===== config.mk =====
export PLATFORM = sky130hd
export DESIGN_NAME = char_lcd_nibble_sequencer_core
export DESIGN_NICKNAME = d
export VERILOG_FILES = /design/src/rtl/core/lcdns_pkg.sv /design/src/rtl/core/lcdns_front.sv /design/src/rtl/core/lcdns_fifo.sv /design/src/rtl/core/lcdns_back.sv /design/src/rtl/core/char_lcd_nibble_sequencer_core.sv
export SDC_FILE = /design/constraint.sdc
export NUM_CORES = 1
export LEC_CHECK = 0
export BUFFER_PORTS_ARGS = -buffer_cell sky130_fd_sc_hd__buf_2
export CAP_MARGIN = 20
export CORE_MARGIN = 2
export CORE_UTILIZATION = 44
export CTS_CLUSTER_SIZE = 40
export DETAILED_ROUTE_END_ITERATION = 12
export PLACE_DENSITY = 0.64
export SYNTH_ARGS = -nofsm -noshare
export SYNTH_HDL_FRONTEND = slang
export SYNTH_SLANG_ARGS = --single-unit
export TNS_END_PERCENT = 50

===== constraint.sdc =====
create_clock -name i_clk -period 3.65 [get_ports i_clk]
set_input_delay 0.73 -clock i_clk [delete_from_list [all_inputs] [get_ports i_clk]]
set_output_delay 0.73 -clock i_clk [all_outputs]
set_load 0.1 [all_outputs]

===== src/rtl/core/lcdns_pkg.sv =====
`timescale 1ns / 1ps
// Package for the character LCD nibble sequencer.
// Holds request, job, event and configuration types, constants and the init table.
// No dependencies; every module of the block imports it.
package lcdns_pkg;

    // Display geometry and cursor address map.
    localparam int unsigned LINE_WIDTH = 20;
    localparam logic [7:0] POS_LINE1 = 8'(1 * LINE_WIDTH);
    localparam logic [7:0] POS_LINE2 = 8'(2 * LINE_WIDTH);
    localparam logic [7:0] POS_LINE3 = 8'(3 * LINE_WIDTH);
    localparam logic [7:0] POS_LIMIT = 8'(4 * LINE_WIDTH);
    localparam logic [7:0] BASE_LINE1 = 8'h40;
    localparam logic [7:0] BASE_LINE2 = 8'h14;
    localparam logic [7:0] BASE_LINE3 = 8'h54;

    // Command bytes and extra settle delays.
    localparam logic [7:0] CMD_SET_DDRAM = 8'h80;
    localparam logic [7:0] CMD_CLEAR = 8'h01;
    localparam logic [4:0] EXTRA_NONE = 5'd0;
    localparam logic [4:0] EXTRA_CLEAR = 5'd2;
    localparam logic [5:0] HOLD_BASE_MS = 6'd1;
    localparam logic [5:0] HOLD_POWER_MS = 6'd50;

    // Queue between front and back.
    localparam int unsigned QUEUE_DEPTH = 4;
    localparam int unsigned QUEUE_AW = $clog2(QUEUE_DEPTH);

    // Configuration register indexes.
    localparam logic [1:0] CFG_FUNCTION = 2'd0;
    localparam logic [1:0] CFG_CONTROL = 2'd1;
    localparam logic [1:0] CFG_ENTRY = 2'd2;

    // Nibble index of the final init nibble (index 0 is the power-on wait).
    localparam logic [3:0] INIT_LAST_IDX = 4'd12;
    localparam logic [3:0] BYTE_LAST_IDX = 4'd1;

    // Enable pulse phases within one nibble.
    localparam logic [1:0] PH_LOW_A = 2'd0;
    localparam logic [1:0] PH_HIGH = 2'd1;
    localparam logic [1:0] PH_LOW_B = 2'd2;

    typedef enum logic [2:0] {
        REQ_INIT  = 3'd0,
        REQ_CMD   = 3'd1,
        REQ_DATA  = 3'd2,
        REQ_POS   = 3'd3,
        REQ_CLEAR = 3'd4
    } t_req_type;

    typedef enum logic {
        JOB_INIT = 1'b0,
        JOB_BYTE = 1'b1
    } t_job_kind;

    typedef struct packed {
        logic [2:0] req_type;
        logic [7:0] byte_value;
    } t_req;

    typedef struct packed {
        logic       reg_select;
        logic [3:0] data_nibble;
        logic       enable_level;
        logic [5:0] hold_ms;
        logic       last_event;
    } t_evt;

    typedef struct packed {
        logic [4:0] function_flags;
        logic [2:0] control_flags;
        logic [1:0] entry_flags;
    } t_cfg;

    typedef struct packed {
        t_job_kind  kind;
        logic       rs;
        logic [7:0] data;
        logic [4:0] extra;
    } t_job;

    // Data nibble of init step idx (1..12).
    function automatic logic [3:0] init_nibble(input logic [3:0] idx, input t_cfg cfg);
        logic [3:0] nib;
        unique case (idx) inside
            4'd1, 4'd2, 4'd3: nib = 4'h3;
            4'd4:             nib = 4'h2;
            4'd5:             nib = {3'b001, cfg.function_flags[4]};
            4'd6:             nib = cfg.function_flags[3:0];
            4'd7:             nib = 4'h0;
            4'd8:             nib = {1'b1, cfg.control_flags};
            4'd9:             nib = 4'h0;
            4'd10:            nib = 4'h1;
            4'd11:            nib = 4'h0;
            4'd12:            nib = {2'b01, cfg.entry_flags};
            default:          nib = 4'h0;
        endcase
        return nib;
    endfunction

    // Extra delay added to the last hold of init step idx.
    function automatic logic [4:0] init_extra(input logic [3:0] idx);
        logic [4:0] ext;
        unique case (idx) inside
            4'd1, 4'd2, 4'd4, 4'd6, 4'd8: ext = 5'd5;
            4'd3:                         ext = 5'd1;
            4'd10:                        ext = 5'd2;
            4'd12:                        ext = 5'd20;
            default:                      ext = 5'd0;
        endcase
        return ext;
    endfunction

endpackage


===== src/rtl/core/lcdns_front.sv =====
`timescale 1ns / 1ps
// Front end: classifies a request beat into a sequencer job.
// Depends on lcdns_pkg.
module lcdns_front (
    input  lcdns_pkg::t_req i_req,
    input  logic            i_accept,
    output logic            o_push,
    output lcdns_pkg::t_job o_job
);
    import lcdns_pkg::*;

    logic [7:0] w_val;
    logic [7:0] w_addr;
    logic       w_keep;

    assign w_val = i_req.byte_value;

    // Map a linear cursor position onto the display line bases.
    always_comb begin
        if (w_val >= POS_LINE3) begin
            w_addr = BASE_LINE3 + (w_val - POS_LINE3);
        end else if (w_val >= POS_LINE2) begin
            w_addr = BASE_LINE2 + (w_val - POS_LINE2);
        end else if (w_val >= POS_LINE1) begin
            w_addr = BASE_LINE1 + (w_val - POS_LINE1);
        end else begin
            w_addr = w_val;
        end
    end

    // Decode the request type; requests without events are dropped here.
    always_comb begin
        o_job  = '{kind: JOB_BYTE, rs: 1'b0, data: w_val, extra: EXTRA_NONE};
        w_keep = 1'b1;
        unique case (i_req.req_type)
            REQ_INIT: begin
                o_job.kind = JOB_INIT;
            end
            REQ_CMD: begin
                o_job.rs = 1'b0;
            end
            REQ_DATA: begin
                o_job.rs = 1'b1;
            end
            REQ_POS: begin
                o_job.data = CMD_SET_DDRAM | {1'b0, w_addr[6:0]};
                w_keep     = (w_val < POS_LIMIT);
            end
            REQ_CLEAR: begin
                o_job.data  = CMD_CLEAR;
                o_job.extra = EXTRA_CLEAR;
            end
            default: begin
                w_keep = 1'b0;
            end
        endcase
    end

    assign o_push = i_accept & w_keep;

endmodule


===== src/rtl/core/lcdns_fifo.sv =====
`timescale 1ns / 1ps
// Short job queue between the front end and the event sequencer.
// Depends on lcdns_pkg.
module lcdns_fifo (
    input  logic            i_clk,
    input  logic            i_rst_n,
    input  logic            i_push,
    input  lcdns_pkg::t_job i_job,
    input  logic            i_pop,
    output logic            o_full,
    output logic            o_empty,
    output lcdns_pkg::t_job o_head
);
    import lcdns_pkg::*;

    t_job                r_mem [QUEUE_DEPTH];
    logic [QUEUE_AW-1:0] r_wr_ptr;
    logic [QUEUE_AW-1:0] r_rd_ptr;
    logic [QUEUE_AW:0]   r_count;

    assign o_full  = (r_count == (QUEUE_AW + 1)'(QUEUE_DEPTH));
    assign o_empty = (r_count == '0);
    assign o_head  = r_mem[r_rd_ptr];

    // Storage needs no reset.
    always_ff @(posedge i_clk) begin
        if (i_push) begin
            r_mem[r_wr_ptr] <= i_job;
        end
    end

    // Pointers and fill count.
    always_ff @(posedge i_clk) begin
        if (!i_rst_n) begin
            r_wr_ptr <= '0;
            r_rd_ptr <= '0;
            r_count  <= '0;
        end else begin
            if (i_push) begin
                r_wr_ptr <= r_wr_ptr + 1'b1;
            end
            if (i_pop) begin
                r_rd_ptr <= r_rd_ptr + 1'b1;
            end
            if (i_push && !i_pop) begin
                r_count <= r_count + 1'b1;
            end else if (!i_push && i_pop) begin
                r_count <= r_count - 1'b1;
            end
        end
    end

endmodule


===== src/rtl/core/lcdns_back.sv =====
`timescale 1ns / 1ps
// Back end: steps through the nibbles and enable phases of a job, one event a cycle.
// Depends on lcdns_pkg.
module lcdns_back (
    input  logic            i_clk,
    input  logic            i_rst_n,
    input  lcdns_pkg::t_cfg i_cfg,
    input  logic            i_empty,
    input  lcdns_pkg::t_job i_head,
    output logic            o_pop,
    output logic            o_evt_valid,
    output lcdns_pkg::t_evt o_evt
);
    import lcdns_pkg::*;

    logic       r_active;
    t_job       r_job;
    logic [3:0] r_idx;
    logic [1:0] r_phase;

    logic       w_power;
    logic       w_last;
    logic [3:0] w_nib;
    logic [4:0] w_extra;

    // Current event fields.
    always_comb begin
        w_power = (r_job.kind == JOB_INIT) && (r_idx == '0);
        if (r_job.kind == JOB_INIT) begin
            w_nib   = init_nibble(r_idx, i_cfg);
            w_extra = init_extra(r_idx);
            w_last  = (r_idx == INIT_LAST_IDX) && (r_phase == PH_LOW_B);
        end else begin
            w_nib   = r_idx[0] ? r_job.data[3:0] : r_job.data[7:4];
            w_extra = r_idx[0] ? r_job.extra : EXTRA_NONE;
            w_last  = (r_idx == BYTE_LAST_IDX) && (r_phase == PH_LOW_B);
        end

        o_evt.reg_select   = r_job.rs & (r_job.kind == JOB_BYTE);
        o_evt.data_nibble  = w_power ? 4'h0 : w_nib;
        o_evt.enable_level = (r_phase == PH_HIGH) && !w_power;
        if (w_power) begin
            o_evt.hold_ms = HOLD_POWER_MS;
        end else if (r_phase == PH_LOW_B) begin
            o_evt.hold_ms = HOLD_BASE_MS + {1'b0, w_extra};
        end else begin
            o_evt.hold_ms = HOLD_BASE_MS;
        end
        o_evt.last_event = w_last;
    end

    assign o_evt_valid = r_active;
    // Take the next job while the final event of the current one goes out.
    assign o_pop = !i_empty && (!r_active || w_last);

    // Job payload needs no reset.
    always_ff @(posedge i_clk) begin
        if (o_pop) begin
            r_job <= i_head;
        end
    end

    // Sequencer position.
    always_ff @(posedge i_clk) begin
        if (!i_rst_n) begin
            r_active <= 1'b0;
            r_idx    <= '0;
            r_phase  <= PH_LOW_A;
        end else if (o_pop) begin
            r_active <= 1'b1;
            r_idx    <= '0;
            r_phase  <= PH_LOW_A;
        end else if (r_active) begin
            if (w_last) begin
                r_active <= 1'b0;
            end else if (w_power || r_phase == PH_LOW_B) begin
                r_idx   <= r_idx + 1'b1;
                r_phase <= PH_LOW_A;
            end else begin
                r_phase <= r_phase + 1'b1;
            end
        end
    end

endmodule


===== src/rtl/core/char_lcd_nibble_sequencer_core.sv =====
`timescale 1ns / 1ps
// Character LCD nibble sequencer top: config registers, front end, queue, back end.
// Depends on lcdns_pkg, lcdns_front, lcdns_fifo and lcdns_back.
// A taken request is queued, then popped into the back end, before its first event; its events then follow one a cycle.
// Each byte request is two nibbles, an init is the power-on wait and 12 nibbles; a 4-entry job queue lets
// requests come in back to back, and busy is high while it is full.
// Synchronous active-low reset empties the queue and restores the config defaults.
module char_lcd_nibble_sequencer_core (
    input  logic            i_clk,
    input  logic            i_rst_n,
    input  logic            start,
    output logic            busy,
    input  lcdns_pkg::t_req i_req,
    input  logic            i_cfg_we,
    input  logic [1:0]      i_cfg_index,
    input  logic [4:0]      i_cfg_data,
    output logic            o_evt_valid,
    output lcdns_pkg::t_evt o_evt
);
    import lcdns_pkg::*;

    t_cfg r_cfg;
    t_job w_job;
    t_job w_head;
    logic w_push;
    logic w_pop;
    logic w_full;
    logic w_empty;

    // Configuration registers; indexes beyond the list are ignored.
    always_ff @(posedge i_clk) begin
        if (!i_rst_n) begin
            r_cfg <= '{function_flags: 5'd8, control_flags: 3'd4, entry_flags: 2'd2};
        end else if (i_cfg_we) begin
            unique case (i_cfg_index)
                CFG_FUNCTION: r_cfg.function_flags <= i_cfg_data;
                CFG_CONTROL:  r_cfg.control_flags  <= i_cfg_data[2:0];
                CFG_ENTRY:    r_cfg.entry_flags    <= i_cfg_data[1:0];
                default:      r_cfg <= r_cfg;
            endcase
        end
    end

    assign busy = w_full;

    lcdns_front u_front (
        .i_req    (i_req),
        .i_accept (start & ~busy),
        .o_push   (w_push),
        .o_job    (w_job)
    );

    lcdns_fifo u_fifo (
        .i_clk   (i_clk),
        .i_rst_n (i_rst_n),
        .i_push  (w_push),
        .i_job   (w_job),
        .i_pop   (w_pop),
        .o_full  (w_full),
        .o_empty (w_empty),
        .o_head  (w_head)
    );

    lcdns_back u_back (
        .i_clk       (i_clk),
        .i_rst_n     (i_rst_n),
        .i_cfg       (r_cfg),
        .i_empty     (w_empty),
        .i_head      (w_head),
        .o_pop       (w_pop),
        .o_evt_valid (o_evt_valid),
        .o_evt       (o_evt)
    );

    // A sequence runs without gaps until its last event.
    a_no_gap: assert property (@(posedge i_clk) disable iff (!i_rst_n)
        o_evt_valid && !o_evt.last_event |=> o_evt_valid)
        else $error("event sequence broke before its last event");

    // The enable pulse is framed by low events carrying the same nibble.
    a_pulse_tail: assert property (@(posedge i_clk) disable iff (!i_rst_n)
        o_evt_valid && o_evt.enable_level |=> o_evt_valid && !o_evt.enable_level
            && o_evt.data_nibble == $past(o_evt.data_nibble))
        else $error("enable pulse not followed by a low event on the same nibble");

    a_pulse_head: assert property (@(posedge i_clk) disable iff (!i_rst_n)
        o_evt_valid && o_evt.enable_level |-> $past(o_evt_valid)
            && !$past(o_evt.enable_level) && !$past(o_evt.last_event))
        else $error("enable pulse not preceded by a low event of the same job");

    // A job only leaves the queue when something was queued.
    a_pop_nonempty: assert property (@(posedge i_clk) disable iff (!i_rst_n)
        w_pop |-> !w_empty)
        else $error("job popped from an empty queue");

endmodule


==> run metrics <==
area grow syn2layout=11.70%; Layout Nets=397; vias per cell=5.423; Critical-path top delay cell=dfxtp_1; hold_sp=r_cfg[1]; CP bufs+invs=2; Seq pwr share=0.414; Internal=0.001772 W; reg2reg setup slack=480 ps; Worst IR Drop VDD=0.3268 mV; Mapped Cells=325; worst hold path type=reg -> reg; Initial DRT Pass Iterations=4; reg2reg end=u_fifo.r_count[2]; Cell Pwr Density=672.3 nW/um^2; layout cells sized above 1=0.2361; Setup Viol. Count Final=0; Final Wtd Congestion=0.7549; worst r2r path cells=12; gr ovfl total=0; Switch Pwr=0.001247 W; Post-Syn Nets=367; count leader, synth=edfxtp_1; Antenna diodes=0; Rows=34; hold-critical path depth=2; RSZ-0062 raised after global routing=false; final worst-path cycle share=0.9390; Crit Path Class=reg -> out; Pwr Total=0.003020 W; YS warnings=0; critical path's most frequent cell=ha_1; Final Hold Fails=0; Max Cap Violations=0; # fillers=777; Residual DRC=0; mean post-synth cell area=12.37 um^2; largest net degree at the start of global routing=23; Tmin final=3427 ps; TritonCTS buffer count=9; Worst setup EP type=output port; Slew Limit Fails=0; global-route wire length before repair=12340 um; critical path's top delay family=adder cells; die area=9920 um^2; hold slack=491.7 ps; post-DR wirelength/cell=15.44 um; post-route clock skew=16.81 ps; Top FF cell, synth=edfxtp_1; Worst-Margin Slew=830.9 ps; CP required=2920 ps; Logic pwr share=0.370; hold path endpoint=r_cfg[1]; crit path DAT=2700 ps; Total Wirelength=7228 um; gr usage total=0.1580; register area=2132 um^2; main area contributors after synthesis=edfxtp_1 (41%), dfxtp_1 (12%), mux4_2 (6.2%); CTS Root Cell=clkbuf_8; Clk Latency, worst-skew pair=340 ps; switching part of the total=0.4130; CP cell instances=inv_1 > ha_1 > nand2b_1 > o41ai_1 > a221oi_2 > ha_1 > xor2_1 > nor3b_2 > buf_4; CTS tree=built; HPWL after DPL=5161 um; post-route ant nets=0; crit path max fanout=11; RR Startpoint=u_back.r_idx[0]; Initial Util=0.4567; multi-input logic area=1772 um^2; I/O pin cnt=37; count of cell types in the netlist=59; status=finished clean; fmax=0.2918 GHz; top cells by count, synth=edfxtp_1 (55), dfxtp_1 (24), ha_1 (19), mux2i_1 (19), nor2_1 (17); top cell type by total area after synthesis=edfxtp_1; leakage=1.653 nW; sequential area share after synthesis=0.5302; Slew headroom=0.4453; clock-pin slew on the worst setup and hold paths=90 ps; Die X=99.60 um; Core ar.=8806 um^2; Post-synth EDFFs=55; top cell type's share of synthesized area=0.4107; die height=99.60 um; Port Buf Inserts=36; initial detailed-routing violation count=106; Post-CTS Setup Repair Bufs=0; CP peak stage delay=420 ps; H-tree levels=3; CTS max path bufs=2; via count=2538; Synth async-reset ratio=0; clock power share=0.216; Startpoint Class=flop; vias in the first global route=2538; FF+latch count, synth=79; initial antenna violation count=0; TritonCTS Sinks=79; Synth Cell Area=4021 um^2; Final TNS setup=0 ps
state kept, by name, summed over array words and instances (netlist names):
signal / cells
u_fifo.r_wr_ptr: 2
u_back.r_job: 11
u_back.r_phase: 2
u_fifo.r_count: 3
u_back.o_evt_valid: 1
u_back.r_idx: 4
r_cfg: 10
u_fifo.r_mem: 44
u_fifo.r_rd_ptr: 2
power groups by stage:
stage	clock network (W)	registers, W	logic (W)
after floorplan	0	0.00123	0.000960
after global placement	0	0.00127	0.00111
after detailed placement	0	0.00127	0.00112
after CTS	0.000666	0.00125	0.00112
after global routing	0.000710	0.00127	0.00120
final	0.000652	0.00125	0.00112
placed cells by master, fill, tap and decap left out, types with 2 or more instances in the layout:
master	count
nand3b_1	4
nor4b_1	2
nand3_1	6
and2_1	9
buf_4	2
or3_1	3
nand2_1	16
nor3b_2	6
ha_1	19
a21oi_2	2
nor3_1	6
a22oi_1	3
nand2b_1	8
o21ai_2	2
a21boi_0	2
clkbuf_8	9
nor2_1	17
a31oi_1	2
nor3b_1	3
inv_1	15
inv_6	3
o32ai_1	2
nor2b_1	10
edfxtp_1	55
o21ai_0	10
dfxtp_1	24
mux2i_1	19
mux4_2	11
mux2_2	4
clkinv_4	2
xor2_1	4
xnor2_1	4
a311oi_1	2
a21oi_1	13
buf_2	35
worst register-to-register path, stage by stage, from the launching register on:
cell and delay [ps]:
dfxtp_1 530, inv_1 150, ha_1 350, and4b_1 240
o21ai_2 240, a21oi_2 250, inv_1 110, ha_1 170
inv_1 60, fa_1 370, xor2_1 180, or3_1 300
a21boi_0 160
how the worst max path moves through the flow:
stage / startpoint / end / slack [ps] / cells past startpoint
2_1_floorplan: u_back.r_idx[0] / o_evt[3] / -120 / 10
3_3_place_gp: u_back.r_idx[0] / o_evt[3] / 460 / 9
3_5_place_dp: u_back.r_idx[0] / o_evt[3] / 380 / 9
4_1_cts: u_back.r_idx[0] / o_evt[3] / 110 / 9
5_1_grt: u_back.r_idx[0] / o_evt[3] / 3 / 9
6_report: u_back.r_idx[0] / o_evt[3] / 220 / 9
per-stage QoR:
stage	instances	util	setup WS [ps]	cell area, um^2
2_1_floorplan	325	-	-119.2	4045
3_3_place_gp	452	0.4861	455.7	4280
3_5_place_dp	452	0.4861	376.9	4280
4_1_cts	468	0.5094	107.4	4486
5_1_grt	468	0.5101	3.044	4492
6_report	468	0.5101	222.6	4492
cell type report:
type                    instances  area share
clock buffers                   9     0.02758
repair buffers                 37     0.04234
inverters                      16     0.01337
clock inverters                 7     0.01755
multi-input cells             212      0.3944
flip-flops and latches         79      0.4747
well taps                     108     0.03008
timing repair:
item,CTS,global route
hold buffers,0,0
setup endpoints to repair,1,2
gates cloned,0,0
gates resized for setup,1,1
pin swaps,0,0
per-layer routing:
layer  part of all wire  wire (um)  global-route usage
met1               0.46       3339              0.1958
met2               0.49       3529              0.2723
met3              0.040        288             0.04006
met4             0.0097         70             0.04847
met5                  0          0                   0
cell families after synthesis:
kind of cell | after synthesis | synth area share
muxes | 34 | 0.1201
and+or+nand+nor | 101 | 0.1509
buffers and inverters | 34 | 0.03671
adders and majority gates | 20 | 0.06410
AOI/OAI and AO/OA | 49 | 0.08059
xor gates and xnor gates | 8 | 0.01742
DFF | 79 | 0.5302
Note: power is estimated with default switching activity, not from simulation.
